**src/sv/miv_pkg.sv**
```systemverilog
// Shared widths, types and latency figures for the 3x3 matrix inverse unit.
package miv_pkg;

  localparam int unsigned FRAC_BITS = 16;
  localparam int unsigned ELEM_W    = 32;
  localparam int unsigned NUM_ELEMS = 9;
  // Adjugate entries are differences of 32x32 products.
  localparam int unsigned ADJ_W     = 2 * ELEM_W + 1;
  // Determinant is a sum of three 32 x 65 bit products.
  localparam int unsigned DET_W     = ELEM_W + ADJ_W + 2;
  localparam int unsigned DMAG_W    = DET_W - 1;
  localparam int unsigned NUM_W     = ADJ_W + 2 * FRAC_BITS;
  // Quotient bits kept by each divider lane; anything larger saturates.
  localparam int unsigned QB        = ELEM_W + 1;
  localparam int unsigned DIV_W     = DMAG_W + QB;
  localparam int unsigned DFLD_W    = DMAG_W - 2 * FRAC_BITS;
  localparam int unsigned FRONT_LAT = 5;
  localparam int unsigned LANE_LAT  = QB + 1;
  localparam int unsigned LATENCY   = FRONT_LAT + LANE_LAT + 1;

  typedef logic signed [ELEM_W-1:0] elem_t;
  typedef logic [NUM_ELEMS-1:0][ELEM_W-1:0] mat_t;

  typedef struct packed {
    logic [NUM_W-1:0]  num;
    logic [DMAG_W-1:0] dmag;
    logic              neg;
  } lane_in_t;

  typedef struct packed {
    logic [QB-1:0] q;
    logic          ovf;
    logic          neg;
  } lane_out_t;

endpackage

```
**src/sv/miv_merge.sv**
```systemverilog
// Merging stage: applies signs, saturates lane quotients, zeroes singular results and registers the result.
module miv_merge (
  input  logic                                        clk,
  input  logic                                        rst_n,
  input  logic                                        in_vld,
  input  miv_pkg::lane_out_t [miv_pkg::NUM_ELEMS-1:0] in_lanes,
  input  logic [miv_pkg::ELEM_W-1:0]                  in_det,
  input  logic                                        in_singular,
  output logic                                        out_vld,
  output miv_pkg::mat_t                               out_inv,
  output logic [miv_pkg::ELEM_W-1:0]                  out_det,
  output logic                                        out_singular
);
  import miv_pkg::*;

  logic vld_r;
  logic sing_r;
  mat_t inv_r;
  mat_t inv_nxt;
  logic [ELEM_W-1:0] det_r;

  always_comb begin
    for (int k = 0; k < NUM_ELEMS; k++) begin
      if (in_singular) begin
        inv_nxt[k] = '0;
      end else if (in_lanes[k].neg) begin
        inv_nxt[k] = (in_lanes[k].ovf || in_lanes[k].q > (QB'(1) << (ELEM_W - 1))) ?
                     {1'b1, {(ELEM_W-1){1'b0}}} : ELEM_W'(-in_lanes[k].q);
      end else begin
        inv_nxt[k] = (in_lanes[k].ovf || in_lanes[k].q[QB-1:ELEM_W-1] != '0) ?
                     {1'b0, {(ELEM_W-1){1'b1}}} : in_lanes[k].q[ELEM_W-1:0];
      end
    end
  end

  always_ff @(posedge clk) begin
    if (!rst_n) begin
      vld_r  <= 1'b0;
      sing_r <= 1'b0;
    end else begin
      vld_r  <= in_vld;
      sing_r <= in_vld & in_singular;
    end
  end

  always_ff @(posedge clk) begin
    inv_r <= inv_nxt;
    det_r <= in_singular ? '0 : in_det;
  end

  assign out_vld      = vld_r;
  assign out_inv      = inv_r;
  assign out_det      = det_r;
  assign out_singular = sing_r;

endmodule

```
**config.mk**
```make
export PLATFORM = sky130hd
export DESIGN_NAME = miv_merge
export DESIGN_NICKNAME = d
export VERILOG_FILES = /design/src/sv/miv_pkg.sv /design/src/sv/miv_merge.sv
export SDC_FILE = /design/constraint.sdc
export NUM_CORES = 1
export LEC_CHECK = 0
export BUFFER_PORTS_ARGS = -buffer_cell sky130_fd_sc_hd__buf_2
export CAP_MARGIN = 15
export CORE_AREA = 2 2 258 260
export CTS_CLUSTER_DIAMETER = 40
export DETAILED_ROUTE_END_ITERATION = 10
export DIE_AREA = 0 0 260 262
export GPL_TIMING_DRIVEN = 0
export PLACE_DENSITY = 0.43
export SLEW_MARGIN = 20
export SYNTH_ARGS = -nofsm -noshare
export SYNTH_HDL_FRONTEND = slang
export SYNTH_SLANG_ARGS = --single-unit
```
**constraint.sdc**
```tcl
create_clock -name clk -period 3.4 [get_ports clk]
set_input_delay 0.34 -clock clk [delete_from_list [all_inputs] [get_ports clk]]
set_output_delay 0.34 -clock clk [all_outputs]
set_load 0.05 [all_outputs]
```
==> flow_summary.yaml <==
synthesis:
  avgSynthCellArea_sq_um: 7.66
  count_of_cell_types_in_the_netlist: 83
  ys_async_sr_fraction: 0
  netlist_instances: 2164
  yosysSeqAreaShare: 0.389
  synth-seq-cells: 322
  ys.flop_type: "dfxtp_1"
  synth_enable_flop_cells: 0
  post_synthesis_cell_area_sq_mm: 0.0166
  mappedNetlistNets: 2524
  yosys_warnings: 0
power:
  p_int_mw: 9.51
  vdd.ir_drop.worst_v: 0.000309
  power.net_switching_mw: 4.37
  p_leak_nw: 10.1
  seq_power_share: 0.295
  design_power_total_mw: 13.9
  power.density_mw_per_mm2: 564
  clock_power_share: 0.521
  pwr-share-comb: 0.184
  swShare: 0.315
floorplan:
  initial_core_util: 0.254
  core_region_area_sq_mm: 0.0653
  die_width_um: 260
  die_span_y_um: 262
  fp.dieArea_sq_mm: 0.0681
  io-pin-count: 673
  num_rows: 94
placed_design:
  place.detailed.instances: 3691
  finalWeightedCongestion: 0.925
  dpl.hpwl_um: 69600
  pre_cts_ws_ns: -0.326
  place.port_buffers: 663
drt:
  detailedRoute.firstPassIterationCount: 6
  drc: 0
  routed-via-count: 20800
  finalWirelength_um: 88800
  via_density: 5.30
  drtAntennaViolNets: 0
  detail_route.wl_per_cell_um: 22.6
  starting_drt_drc_count: 1636
clock_network:
  cts_setup_buffers: 0
  tritoncts: "done"
  maximum_level_of_the_cts_h_tree: 3
  clock_path_buffers: 3
  numClockSinks: 322
  clk_pin_slew_ns: 0.05
  cts_root_buf: "clkbuf_16"
  cts_buffers: 70
setup_path:
  crit_family: "buffers and inverters"
  setup.worst_path.end_class: "register"
  wp_buf_inv: 5
  worstPathCellList: "dlygate4sd3_1 -> buf_2 -> or4_1 -> clkbuf_1 -> or3_1 -> o31a_1 -> clkbuf_1 -> or2_0 -> clkbuf_1 -> o311ai_0"
  worst-setup-path-type: "in -> reg"
  timing.critical_path.fanout_max: 9
  max_stage_delay_ns: 0.54
  worst_setup_path_start_kind: "input port"
  critPathMostFrequentCell: "clkbuf_1"
  cp.required_ns: 3.85
  cpMaxStageDelayCell: "dlygate4sd3_1"
  worst_ep_arrival_time_ns: 3.76
sta:
  timing_max_transition_violations_final: 0
  setup_ws_ns: 0.0895
  grt_setup_unrepaired: "false"
  worst_slew_pin_slew_ns: 1.10
  final.period_utilization: 0.974
  fin_hold_ws_ns: 0.0354
  max-slew-margin-rel: 0.263
  max_clock_freq_mhz: 302
  setup_viol: 0
  finalHoldViolations: 0
  finalCriticalPeriod_ns: 3.31
finish:
  area_delta_synth_final_pct: 48.6
  share_of_post_route_cells_with_drive_strength_above_1: 0.277
  multi_input_area_sq_mm: 0.00958
  seqCellArea_sq_mm: 0.00645
  final_util: 0.377
  finalNetCount: 3359
  fillCellCount: 6951
  post_layout_nonfiller_instances: 3935
job:
  cap_viol_max_count: 0
grt:
  grt_first_pass_wirelength_um: 127000
  antenna_found_initial: 29
  grt_use_total: 0.246
  groute.layer.met3.usage: 0.0676
  grt_remaining_overflow: 0
  vias_in_the_first_global_route: 19800
  globalRouteMet2Util: 0.415
  grt_max_degree: 13
  top_usage_layer: "met2"
  gr-usage-met1: 0.303
status:
  run_status: "complete, no violations"
min_path:
  holdCritPathClass: "in -> reg"
## routing by layer
| layer | vias up | routed length (um) | share of wire |
|---|---|---|---|
| met3 | 157 | 7560 | 0.085 |
| met1 | 9902 | 36200 | 0.41 |
| met5 | - | 152 | 0.0017 |
| met2 | 909 | 42500 | 0.48 |
| met4 | 24 | 2390 | 0.027 |
| li1 | 9857 | - | - |
## cell type report
cell class,count,share of cell area
Buffer,123,0.0194
Inverter,42,0.00640
Antenna cell,14,0.00142
Multi-Input combinational cell,1677,0.389
Sequential cell,322,0.262
Clock buffer,83,0.0787
Clock inverter,47,0.0242
Tap cell,864,0.0439
Timing Repair Buffer,763,0.175
## through the flow
step	TNS, ns	cell area [sq um]
after floorplan	0	16600
after CTS	0	24500
after global placement	-10.75	21000
after detailed placement	-8.94	21000
final	0	24600
after global routing	0	24600
## what timing repair did
item	CTS	global route
setup endpoints to repair	0	48
hold buffers	100	0
hold endpoints to repair	99	0
resized for setup	0	10
## worst paths after layout
check	depth (start not counted)	to	startpoint
worst max-delay path	10	out_inv[181]$_SDFF_PP0_	in_lanes[195]
worst min-delay path	2	out_det[3]$_SDFF_PP0_	in_det[3]
## power groups by stage
stage,sequential [mW],clock (mW),combinational (mW)
2_1_floorplan,5.03,0,0.600
3_3_place_gp,4.18,0,2.45
3_5_place_dp,4.18,0,2.45
4_1_cts,4.10,7.40,2.55
5_1_grt,4.12,7.57,2.70
6_report,4.10,7.23,2.55
## Yosys cell counts (5+ instances only)
cell | instances | area share
dfxtp_1 | 322 | 0.39
nor2_1 | 302 | 0.068
a21oi_1 | 195 | 0.059
nand2_1 | 183 | 0.041
nor3_1 | 140 | 0.042
clkbuf_1 | 114 | 0.026
a311oi_1 | 81 | 0.043
o21ai_0 | 80 | 0.024
nor4_1 | 74 | 0.028
nand3_1 | 67 | 0.020
a31oi_1 | 54 | 0.020
o22ai_1 | 49 | 0.018
or3_1 | 45 | 0.017
inv_1 | 38 | 0.0086
nor2b_1 | 37 | 0.014
or4_1 | 37 | 0.017
nand4_1 | 32 | 0.012
a211oi_1 | 31 | 0.014
nand2b_1 | 23 | 0.0087
nand3b_1 | 15 | 0.0068
nor3b_1 | 14 | 0.0063
o21a_1 | 12 | 0.0054
a21o_1 | 11 | 0.0050
or2_2 | 11 | 0.0042
o211ai_1 | 10 | 0.0045
o311ai_0 | 10 | 0.0053
and3_1 | 9 | 0.0034
ha_1 | 9 | 0.0068
xor2_1 | 9 | 0.0048
nand4b_1 | 8 | 0.0042
o21ai_1 | 8 | 0.0024
o31ai_1 | 8 | 0.0036
xnor2_1 | 8 | 0.0042
a211o_1 | 7 | 0.0037
and2_1 | 7 | 0.0026
mux2i_1 | 7 | 0.0042
nor4b_1 | 7 | 0.0037
a41oi_1 | 6 | 0.0032
o31a_1 | 5 | 0.0026
or3b_2 | 5 | 0.0026
## cells by family after synthesis
logic type               after synthesis  synth area share
AND/OR/NAND/NOR                     1036             0.315
AO/OA/AOI/OAI                        606             0.237
flip-flops                           322             0.389
buffers and inverters                165            0.0381
XOR/XNOR                              17           0.00899
multiplexers                           9           0.00559
adder cells (fa/ha/maj)                9           0.00680
## registers in the layout, indices dropped and copies added, names as in the netlist
| signal | count |
|---|---|
| out_det | 32 |
| out_inv | 288 |
| out_singular | 1 |
| out_vld | 1 |
## cell usage in the layout, fill, tap and decap left out, types with 9 or more instances in the layout
cell type | Yosys | layout
a211oi_1 | 31 | 30
a21o_1 | 11 | 11
a21oi_1 | 195 | 195
a311oi_1 | 81 | 81
a31oi_1 | 54 | 54
and3_1 | 9 | 9
buf_2 | 4 | 667
bufinv_16 | 0 | 9
clkbuf_1 | 114 | 117
clkbuf_16 | 0 | 75
clkinv_4 | 0 | 11
clkinvlp_4 | 0 | 12
dfxtp_1 | 322 | 322
diode_2 | 0 | 14
dlygate4sd3_1 | 0 | 100
ha_1 | 9 | 9
inv_1 | 38 | 38
nand2_1 | 183 | 182
nand2b_1 | 23 | 23
nand3_1 | 67 | 67
nand3b_1 | 15 | 15
nand4_1 | 32 | 32
nor2_1 | 302 | 301
nor2b_1 | 37 | 37
nor3_1 | 140 | 138
nor3b_1 | 14 | 13
nor4_1 | 74 | 66
o211ai_1 | 10 | 10
o21a_1 | 12 | 12
o21ai_0 | 80 | 80
o22ai_1 | 49 | 49
o311ai_0 | 10 | 10
or2_2 | 11 | 11
or3_1 | 45 | 45
or4_1 | 37 | 37
xor2_1 | 9 | 9
No activity file was read; power rests on OpenSTA's default activity.
